## config.mk

```make
export PLATFORM = sky130hd
export DESIGN_NAME = l2tk_ctrl
export DESIGN_NICKNAME = d
export VERILOG_FILES = /design/src/hdl/l2tk_pkg.sv /design/src/hdl/l2tk_ctrl.sv
export SDC_FILE = /design/constraint.sdc
export NUM_CORES = 1
export LEC_CHECK = 0
export ABC_AREA = 1
export BUFFER_PORTS_ARGS = -buffer_cell sky130_fd_sc_hd__clkbuf_2
export CORE_AREA = 2 2 39 41
export DETAILED_ROUTE_END_ITERATION = 7
export DIE_AREA = 0 0 41 43
export PLACE_DENSITY = 0.76
export SLEW_MARGIN = 20
export SYNTH_ARGS = -nofsm -noshare
export SYNTH_HDL_FRONTEND = slang
export SYNTH_SLANG_ARGS = --single-unit
```

## constraint.sdc

```tcl
create_clock -name clk_i -period 2.35 [get_ports clk_i]
set_clock_uncertainty 0.05 [all_clocks]
set_input_delay 0.235 -clock clk_i [delete_from_list [all_inputs] [get_ports clk_i]]
set_output_delay 0.235 -clock clk_i [all_outputs]
set_load 0.01 [all_outputs]
```

## src/hdl/l2tk_pkg.sv

```systemverilog
// Shared constants, types and helpers for the brute-force top-k search core.
package l2tk_pkg;

  localparam int unsigned MaxVectors = 1024;
  localparam int unsigned MaxDim     = 64;
  localparam int unsigned MaxTopK    = 16;

  localparam int unsigned IdW    = 10;
  localparam int unsigned CntW   = 11;
  localparam int unsigned DimW   = 7;
  localparam int unsigned PosW   = 6;
  localparam int unsigned KW     = 5;
  localparam int unsigned SlotW  = 4;
  localparam int unsigned AddrW  = 16;
  localparam int unsigned SqW    = 40;
  localparam int unsigned DistW  = 20;
  localparam int unsigned RankW  = 4;

  localparam logic OpAdd   = 1'b0;
  localparam logic OpQuery = 1'b1;

  localparam logic CfgDimension = 1'b0;
  localparam logic CfgTopK      = 1'b1;

  localparam logic [DistW-1:0] DistMax = {DistW{1'b1}};

  // controller -> datapath
  typedef struct packed {
    logic       scan_start;   // clear accumulator, start first vector
    logic       scan_elem;    // process one element (memory read issued)
    logic       scan_end;     // last element of a vector: finish distance
    logic       sqrt_start;   // start root of slot rank
    logic       rank_next;    // advance output rank
  } l2tk_cmd_t;

  // datapath -> controller
  typedef struct packed {
    logic       ins_busy;
    logic       sqrt_busy;
    logic       last_vec;
    logic       last_elem;
    logic       last_rank;
  } l2tk_sts_t;

  function automatic logic [DimW-1:0] eff_dim(input logic [DimW-1:0] d);
    logic [DimW-1:0] r;
    r = d;
    if (d == '0) r = DimW'(1);
    else if (d > DimW'(MaxDim)) r = DimW'(MaxDim);
    return r;
  endfunction

  function automatic logic [KW-1:0] eff_k(input logic [KW-1:0] k);
    logic [KW-1:0] r;
    r = k;
    if (k == '0) r = KW'(1);
    else if (k > KW'(MaxTopK)) r = KW'(MaxTopK);
    return r;
  endfunction

endpackage

```

## src/hdl/l2tk_ctrl.sv

```systemverilog
// Controller: sequences the scan, drains insertion and emits ranked results.
module l2tk_ctrl import l2tk_pkg::*; (
  input  logic      clk_i,
  input  logic      rst_ni,
  input  logic      query_done_i,
  input  logic      empty_i,
  input  l2tk_sts_t sts_i,
  output l2tk_cmd_t cmd_o,
  output logic      in_ready_o,
  output logic      out_load_o,
  output logic      out_none_o,
  output logic      out_last_o,
  input  logic      out_free_i
);
  localparam logic [2:0] StIdle  = 3'd0;
  localparam logic [2:0] StScan  = 3'd1;
  localparam logic [2:0] StDrain = 3'd2;
  localparam logic [2:0] StRoot  = 3'd3;
  localparam logic [2:0] StWait  = 3'd4;
  localparam logic [2:0] StEmit  = 3'd5;
  localparam logic [2:0] StEmpty = 3'd6;

  logic [2:0] state_q, state_d;
  logic [2:0] drain_q, drain_d;

  always_comb begin
    state_d = state_q;
    drain_d = drain_q;
    cmd_o   = '0;
    out_load_o = 1'b0;
    out_none_o = 1'b0;
    out_last_o = 1'b0;
    in_ready_o = (state_q == StIdle);
    unique case (state_q)
      StIdle: begin
        if (query_done_i) begin
          cmd_o.scan_start = 1'b1;
          state_d = empty_i ? StEmpty : StScan;
        end
      end
      StScan: begin
        // hold off the last element of a vector while insertion of the previous one runs
        if (!(sts_i.last_elem && sts_i.ins_busy)) begin
          cmd_o.scan_elem = 1'b1;
          if (sts_i.last_elem) begin
            cmd_o.scan_end  = 1'b1;
            if (sts_i.last_vec) begin
              state_d = StDrain;
              drain_d = 3'd6;
            end
          end
        end
      end
      StDrain: begin
        if (drain_q != '0) drain_d = drain_q - 3'd1;
        else if (!sts_i.ins_busy) state_d = StRoot;
      end
      StRoot: begin
        cmd_o.sqrt_start = 1'b1;
        state_d = StWait;
      end
      StWait: begin
        if (!sts_i.sqrt_busy) state_d = StEmit;
      end
      StEmit: begin
        if (out_free_i) begin
          out_load_o = 1'b1;
          out_last_o = sts_i.last_rank;
          if (sts_i.last_rank) begin
            state_d = StIdle;
          end else begin
            cmd_o.rank_next = 1'b1;
            state_d = StRoot;
          end
        end
      end
      StEmpty: begin
        if (out_free_i) begin
          out_load_o = 1'b1;
          out_none_o = 1'b1;
          out_last_o = 1'b1;
          state_d = StIdle;
        end
      end
      default: state_d = StIdle;
    endcase
  end

  always_ff @(posedge clk_i or negedge rst_ni) begin
    if (!rst_ni) begin
      state_q <= StIdle;
      drain_q <= '0;
    end else begin
      state_q <= state_d;
      drain_q <= drain_d;
    end
  end
endmodule
```

==> impl_metrics.toml, run 1 <==
[worst_setup_path]
endpoint = "cmd_o[2]"
regToRegSetupSlack_ps = 980
rr_worst_depth = 7
worstSetupStartpointType = "register"
critPathArrivalTime_ps = 1350
critical_path.max_fanout = 9
r2r-end = "state_q[0]"
crit_required_ps = 2070
crit_path_start = "state_q[0]"
end_kind = "output port"
timing_worst_setup_path_type = "register to output port"
r2r-start = "state_q[2]"

[routing]
drc = 0
dr.pass1.iters = 4
vias_per_cell = 4.77
drt_iter0_drc = 14
wl_mm = 1.11
vias = 591
avgRoutedWirePerCell_um = 8.92
drtAntennaViolNets = 0

[sta]
finalCritPeriodShare_pct = 69.5
clock.fmax_mhz = 612
tightest_slew_ps = 342
tns_ps = 0
setup_viol = 0
fin_crit_ps = 1630
rsz0062_at_grt = "no"
slew-limit-headroom_pct = 77.2
finalWorstSetupSlack_ps = 716
hold_violations = 0
slew_violations = 0

[synthesis]
postSynthAreaPerCell_um2 = 6.61
yosys_register_bits = 6
yosysTopAreaCellShare_pct = 25.8
yosysWarnings = 0
syn-cell-area_um2 = 582
yosysSeqAreaShare_pct = 25.8
yosysUniqueCellTypes = 20
yosys.area.top_type = "dfrtp_1"
synthCells = 88
synth_fp_nets = 100
yosys-top-cells-area = "dfrtp_1, nand2_1, nand3_1, inv_1, nor2_4"

[run]
max_cap_violations = 0

[power]
power_frac_comb_pct = 63.4
power_switching_w = 0.000452
pwr-share-seq_pct = 25.9
max-vdd-ir-drop_uv = 633
power.leakage_nw = 0.418
p_int_w = 0.000429
swShare_pct = 51.3
powerDensity_nw_per_um2 = 1240
p_clk_share_pct = 10.7

[clock_tree]
cts_buffers = 3
clkLatencyLatePin_ps = 240
cts_resized = 0
clkSlewWorstSetupHoldPaths_ps = 40
cts.htree.levels = 1
cts_buffer_depth = 2
clock_sinks = 6
cts_tree = "yes"
root_buffer = "clkbuf_4"

[global_routing]
antenna_found_initial = 0
grt_first_pass_wirelength_mm = 1.95
overflow = 0
use_met1_pct = 20.9
use_met2_pct = 24.1
use_met3_pct = 4.71
grt_max_degree = 11
grt_pass1_vias = 508
grt-busiest-layer = "met2"
grtUsageTotal_pct = 16.3

[finish]
antenna_cells = 0
area_growth_pct = 21.9
nets = 122
drive_above_1_share_pct = 31.5
fin_util_pct = 51.3

[hold_path]
hold_path_class = "input port to async pin"

[run_status]
status = "finished, final reports clean"

[place]
io_buffers = 18
hpwlAfterDp_um = 948
gp_congestion = 0.837
dp_slack_ps = 969

[floorplanning]
core.rowCount = 14
start_util_pct = 42.0
die-area_um2 = 1760
coreArea_um2 = 1380
die-width_um = 41
pin_count = 19
die_y_um = 43
placed cells by master, fill, tap and decap left out, drive strengths merged:
cell type,instances
xnor2,1
dlygate4sd3,1
a21oi,1
o22ai,1
nor2,12
inv,15
nor3,2
o211ai,1
clkbuf,21
o21ai,3
nand3,14
dfrtp,6
ha,2
nand2,26
a22oi,2
synthesized netlist by cell type (all sizes together):
| cell | n |
|---|---|
| o211ai | 1 |
| buf | 2 |
| nand2 | 26 |
| dfrtp | 6 |
| a22oi | 2 |
| xnor2 | 1 |
| nor3 | 2 |
| a21oi | 1 |
| o22ai | 1 |
| nand3 | 14 |
| nor2 | 12 |
| ha | 2 |
| o21ai | 3 |
| inv | 15 |
repair_timing:
| item | CTS | global route |
|---|---|---|
| buffers inserted | 0 | 0 |
| hold buffers | 1 | 0 |
| endpoints found under the hold margin | 6 | 0 |
cell families (layout without fill, tap and decap cells):
logic type	after synthesis	in the layout	synth area share, %
compound gates	8	8	8.39
flops	6	6	25.8
buf+inv	17	37	12.3
fa+ha+maj	2	2	4.30
simple gates	54	54	47.7
xor+xnor	1	1	1.51
flip-flops by register name, indices dropped and copies added, names as in the netlist:
| signal | count |
|---|---|
| drain_q | 3 |
| state_q | 3 |
critical path, cell delays in order (launching register included):
cell	delay (ps)
dfrtp_1	540
inv_2	60
nor2_2	170
nand2_1	110
nor2_1	100
clkbuf_2	130
power by group through the flow:
stage,registers (W),clock network (W),logic [W]
2_1_floorplan,0.000184,0,0.000501
3_3_place_gp,0.000228,0,0.000549
3_5_place_dp,0.000231,0,0.000564
4_1_cts,0.000229,0.0000970,0.000568
5_1_grt,0.000240,0.000102,0.000639
6_report,0.000228,0.0000941,0.000558
metrics by stage:
step | hold slack, ps | cell area, µm² | power [W] | std cells
floorplan | -111 | 582 | 0.000685 | 88
global placement | 20.2 | 677 | 0.000777 | 120
detailed placement | 16.1 | 677 | 0.000796 | 120
CTS | 294 | 709 | 0.000894 | 124
global route | 321 | 709 | 0.000982 | 124
finish | 299 | 709 | 0.000881 | 124
layout make-up:
type	instances	area [µm²]
clock buffer	3	22.5
fill	144	674
inverter	15	56.3
multi-input combinational	65	360
sequential	6	150
tap	16	20.0
timing repair buffer	19	100
routing by layer:
layer	part of all wire, %	up-vias
li1	-	321
met1	46	256
met2	48	12
met3	4.3	2
met4	1.3	0
met5	0	-
worst min path at each step:
stage	end	cells after the start
2_1_floorplan	drain_q[0]	0
3_3_place_gp	drain_q[1]	1
3_5_place_dp	drain_q[2]	1
4_1_cts	drain_q[2]	2
5_1_grt	drain_q[1]	2
6_report	drain_q[0]	2
(Power assumes the default switching activity.)
==> inputs of run 2 (changes only) <==
Clock period 2.35 ns to 1.7 ns, I/O delays scaled along.
==> run 2 against run 1 <==
Count of clock-buffer cells in the layout is the same; cell area up 0.18%; cell count stayed put; hold slack got worse by 71 ps; global-route usage down 1.2 points; via count unchanged; combinational power rose by 38%; sequential power increased by 40%; sequential share of layout area grew 0.14 points; clock power grew 36%; critical path type unchanged; utilization rose by 0.090 points; highest routed layer is now met3.
==> impl_metrics.toml, run 2 (synthesis results as in run 1) <==
[worst_setup_path]
r2r-end = "state_q[1]"
crit_buf_inv = 2
cpMaxStageDelayCell = "dfrtp_1"
cp_slowest_stage_delay_ps = 450
critPathTopFamily = "flip-flops"
rr_worst_depth = 9
regToRegSetupSlack_ps = 340
timing_worst_setup_path_type = "register to output port"
end_kind = "output port"
crit_required_ps = 1480
worstSetupStartpointType = "register"
critPathArrivalTime_ps = 1310
r2r-start = "drain_q[0]"
crit_path_cell_trace = "inv_2 > nand3_1 > o22ai_1 > clkbuf_2"
critical_path.max_fanout = 6

[finish]
fin_util_pct = 51.4
largestRegisters = "drain_q (3), state_q (3)"
drive_above_1_share_pct = 32.4
nets = 122
instances_no_fill = 124
antenna_cells = 0
layout_common_cells = "nand2_1, clkbuf_2, nand3_1"
layout_commonest_cell = "nand2_1"
area_growth_pct = 22.2

[sta]
fin_crit_ps = 1530
slew-limit-headroom_pct = 80.9
rsz0062_at_grt = "no"
setup_viol = 0
tns_ps = 0
slew_violations = 0
hold_violations = 0
clock.fmax_mhz = 654
finalCritPeriodShare_pct = 90.0
finalWorstSetupSlack_ps = 171
tightest_slew_ps = 286
holdWs_ps = 228

[clock_tree]
cts_buffer_depth = 2
cts_buffers = 3
cts_setup_buffers = 0
clkLatencyLatePin_ps = 240
root_buffer = "clkbuf_4"
clkSlewWorstSetupHoldPaths_ps = 50
cts.htree.levels = 1
cts_tree = "yes"
clock_sinks = 6

[place]
dp_cells = 120
hpwlAfterDp_um = 925
io_buffers = 18
gp_congestion = 0.864
dp_slack_ps = 339

[routing]
vias_per_cell = 4.77
dr.pass1.iters = 4
wl_mm = 1.12
met3WireLength_um = 55
avgRoutedWirePerCell_um = 9.02
drtAntennaViolNets = 0
drc = 0
top_layer = "met3"
wl_met1_um = 521
wl_met2_um = 543
vias = 591
drt_iter0_drc = 10

[hold_path]
hold_path_class = "input port to async pin"

[floorplanning]
start_util_pct = 42.0
pin_count = 19
die-width_um = 41
die_y_um = 43
coreArea_um2 = 1380
die-area_um2 = 1760
core.rowCount = 14

[global_routing]
grt_pass1_vias = 502
grt_first_pass_wirelength_mm = 1.87
grt_max_degree = 11
overflow = 0
antenna_found_initial = 0
grtUsageTotal_pct = 15.1

[run]
max_cap_violations = 0

[power]
power.leakage_nw = 0.417
powerDensity_nw_per_um2 = 1720
max-vdd-ir-drop_uv = 675

[run_status]
status = "finished, final reports clean"
## run 2: cell counts in the layout (fill, tap and decap cells not counted)
No cell type changed its count.
## run 2: cell type report
cell class / count / area [µm²]
repair buffers: 19 / 100
multi-input cells: 65 / 360
fillers: 155 / 673
flip-flops and latches: 6 / 151
well taps: 16 / 20.0
inverters: 15 / 56.3
clock buffers: 3 / 22.5
## run 2: where the power goes
| group | switching, W | internal, W |
|---|---|---|
| Combinational | 0.000474 | 0.000298 |
| Clock | 0.0000482 | 0.0000796 |
| Sequential | 0.000102 | 0.000218 |
## run 2: metal layers
layer  vias up  GRT usage, %
li1        318             -
met1       257          19.0
met2        16          24.1
met3         0          6.28
met4         0          2.00
met5         -             0
## run 2: repair_timing
item	CTS	global route
setup endpoints to repair	0	3
hold endpoints to repair	6	0
resized for setup	0	1
hold buffers	1	0
## run 2: worst max path at each step
stage,cells past startpoint,end,from
5_1_grt,4,cmd_o[0],state_q[1]
4_1_cts,5,cmd_o[3],state_q[0]
3_3_place_gp,7,drain_q[0],state_q[0]
3_5_place_dp,7,drain_q[0],state_q[0]
6_report,4,out_last_o,state_q[1]
2_1_floorplan,9,state_q[1],drain_q[0]
## run 2: through the flow
| stage | power [W] | cell area, µm² |
|---|---|---|
| 2_1_floorplan | 0.000947 | 582 |
| 3_3_place_gp | 0.00108 | 677 |
| 3_5_place_dp | 0.00109 | 677 |
| 4_1_cts | 0.00123 | 709 |
| 5_1_grt | 0.00136 | 711 |
| 6_report | 0.00122 | 711 |
==> inputs of run 3 (changes only) <==
Settings changed: ABC_AREA 1 to not set, PLACE_DENSITY 0.76 to 0.71.
==> run 3 against run 2 <==
The run now ends with negative setup slack left; clock power rose by 12%; global-route usage rose by 2.2 points; power increased by 39%; sequential share of layout area decreased by 3.3 points; synthesized cell count shrank 35%; first-iteration DRC count decreased by 60%; via count down 8.1%; area after synthesis is 12% lower; non-clock buffer count is 19 higher; maximum frequency decreased by 12%; sequential power is 14% lower; sequential cell count unchanged; critical endpoint is now state_q[1]; highest routed layer is now met4.
==> impl_metrics.toml, run 3 <==
[synthesis]
synth_common_cells = "dfrtp_1, inv_1"
yosysUniqueCellTypes = 33
yosys_register_bits = 6
synth_edf_count = 0
yosysSeqAreaShare_pct = 29.2
synth_fp_nets = 69
syn-cell-area_um2 = 514
yosys.area.top_type = "dfrtp_1"
yosysWarnings = 0
synthCells = 57
synth_top_flop_cell = "dfrtp_1"
synthArstFlopShare_pct = 100
yosysTopAreaCellShare_pct = 29.2
yosys-top-cells-area = "dfrtp_1, mux2_4, ha_1, buf_6, mux2i_1"
synth.most_common_cell = "dfrtp_1"
postSynthAreaPerCell_um2 = 9.02

[worst_setup_path]
regToRegSetupSlack_ps = -30
rr_worst_depth = 6
r2r-start = "drain_q[0]"
end_kind = "register"
worstSetupStartpointType = "register"
critPathArrivalTime_ps = 1810
r2r-end = "state_q[1]"
timing_worst_setup_path_type = "register to register"
crit_required_ps = 1780
critical_path.max_fanout = 3

[clock_tree]
cts.htree.levels = 1
root_buffer = "clkbuf_4"
cts_tree = "yes"
clock_sinks = 6
clkLatencyLatePin_ps = 260
cts_buffers = 3
clkSlewWorstSetupHoldPaths_ps = 50
cts_buffer_depth = 2

[floorplanning]
coreArea_um2 = 1380
start_util_pct = 37.2
die-width_um = 41
core.rowCount = 14
die-area_um2 = 1760
die_y_um = 43
pin_count = 19

[finish]
largestRegisters = "drain_q (3), state_q (3)"
drive_above_1_share_pct = 57.9
area_growth_pct = 63.5
layout_common_cells = "clkbuf_2, buf_4, dfrtp_1"
nets = 109
nFillCells = 118
antenna_cells = 0

[global_routing]
use_met1_pct = 18.8
grt_first_pass_wirelength_mm = 2.03
overflow = 0
use_met3_pct = 3.14
grt_pass1_vias = 518
grtUsageTotal_pct = 17.3
antenna_found_initial = 0
grt-busiest-layer = "met2"
use_met2_pct = 29.1
grt_max_degree = 10

[power]
swShare_pct = 38.7
p_clk_share_pct = 8.4
power_switching_w = 0.000659
max-vdd-ir-drop_uv = 945
power_frac_comb_pct = 75.3
pwr-share-seq_pct = 16.2
finalPower_w = 0.00170
powerDensity_nw_per_um2 = 2020
power.leakage_nw = 0.411
p_int_w = 0.00104

[routing]
dr.pass1.iters = 4
vias = 543
drtAntennaViolNets = 0
avgRoutedWirePerCell_um = 11.7
drt_iter0_drc = 4
wl_mm = 1.30
drc = 0
vias_per_cell = 4.89

[sta]
slew_violations = 0
tns_ps = -60.3
clock.fmax_mhz = 577
finalCritPeriodShare_pct = 102
setup_viol = 2
rsz0062_at_grt = "yes"
finalWorstSetupSlack_ps = -31.9
hold_violations = 0
tightest_slew_ps = 231
slew-limit-headroom_pct = 84.6
fin_crit_ps = 1730

[place]
gp_congestion = 0.761
io_buffers = 18
hpwlAfterDp_um = 919

[run_status]
status = "finished, violations left"
failed_checks = "negative setup slack"

[hold_path]
hold_path_class = "input port to async pin"

[run]
max_cap_violations = 0
[run 3: worst max-delay path by stage]
stage                  to        from  slack [ps]  cells after the start
2_1_floorplan  state_q[1]  drain_q[0]         -10                      6
4_1_cts        state_q[1]  state_q[1]         -20                      5
6_report       state_q[1]  drain_q[0]         -30                      6
3_3_place_gp   state_q[1]  drain_q[1]          -8                      6
5_1_grt        state_q[1]  drain_q[0]         -80                      6
3_5_place_dp   state_q[1]  state_q[1]         -20                      4
[run 3: logic make-up after synthesis]
family                     count (synthesis)  share of synthesized area (%)
buffers and inverters                      8                           8.76
and+or+nand+nor                           22                           26.3
AOI/OAI and AO/OA                         13                           17.8
adders and majority gates                  2                           4.87
muxes                                      4                           9.73
DFF                                        6                           29.2
xor gates and xnor gates                   2                           3.41
[run 3: critical path, cell delays in order (launching register included)]
cell       delay (ps)
dfrtp_1           360
inv_2              60
ha_4              150
nor2b_4           110
or4_4             440
o2111ai_4         110
mux2_4            320
[run 3: timing repair]
action,4_1_cts,5_1_grt
gates resized for setup,10,9
buffers inserted,4,3
hold buffers,1,0
pin swaps,2,3
endpoints found under the setup margin,7,10
hold endpoints to repair,6,0
[run 3: metal layers]
layer	vias up	routed length, µm	share of wire, %
met1	251	564	43
met4	0	14	1.1
met2	10	689	53
met5	-	0	0
met3	2	35	2.7
li1	280	-	-
[run 3: stage by stage]
stage | hold WS (ps) | area, µm² | setup slack [ps] | util (%) | cells
after global placement | -47.1 | 702 | -8.48 | 50.7 | 100
after CTS | 231 | 795 | -23.5 | 57.4 | 108
after detailed placement | -40.5 | 702 | -21.8 | 50.7 | 100
after global routing | 245 | 841 | -80.6 | 60.8 | 111
after floorplan | -176 | 528 | -12.7 | - | 57
final | 225 | 841 | -31.9 | 60.8 | 111
[run 3: final cells by class]
cell class	count	area, µm²	area share, %
multi-input cells	43	370	44.0
repair buffers	38	258	30.7
flip-flops and latches	6	151	18.0
clock buffers	3	22.5	2.68
well taps	16	20.0	2.38
inverters	5	18.8	2.23
[run 3: power by group through the flow]
stage               combinational (W)  clock, W  sequential [W]
finish                        0.00128  0.000143        0.000276
detailed placement            0.00102         0        0.000288
floorplan                    0.000709         0        0.000262
global placement             0.000993         0        0.000291
global route                  0.00138  0.000152        0.000285
CTS                           0.00118  0.000140        0.000267
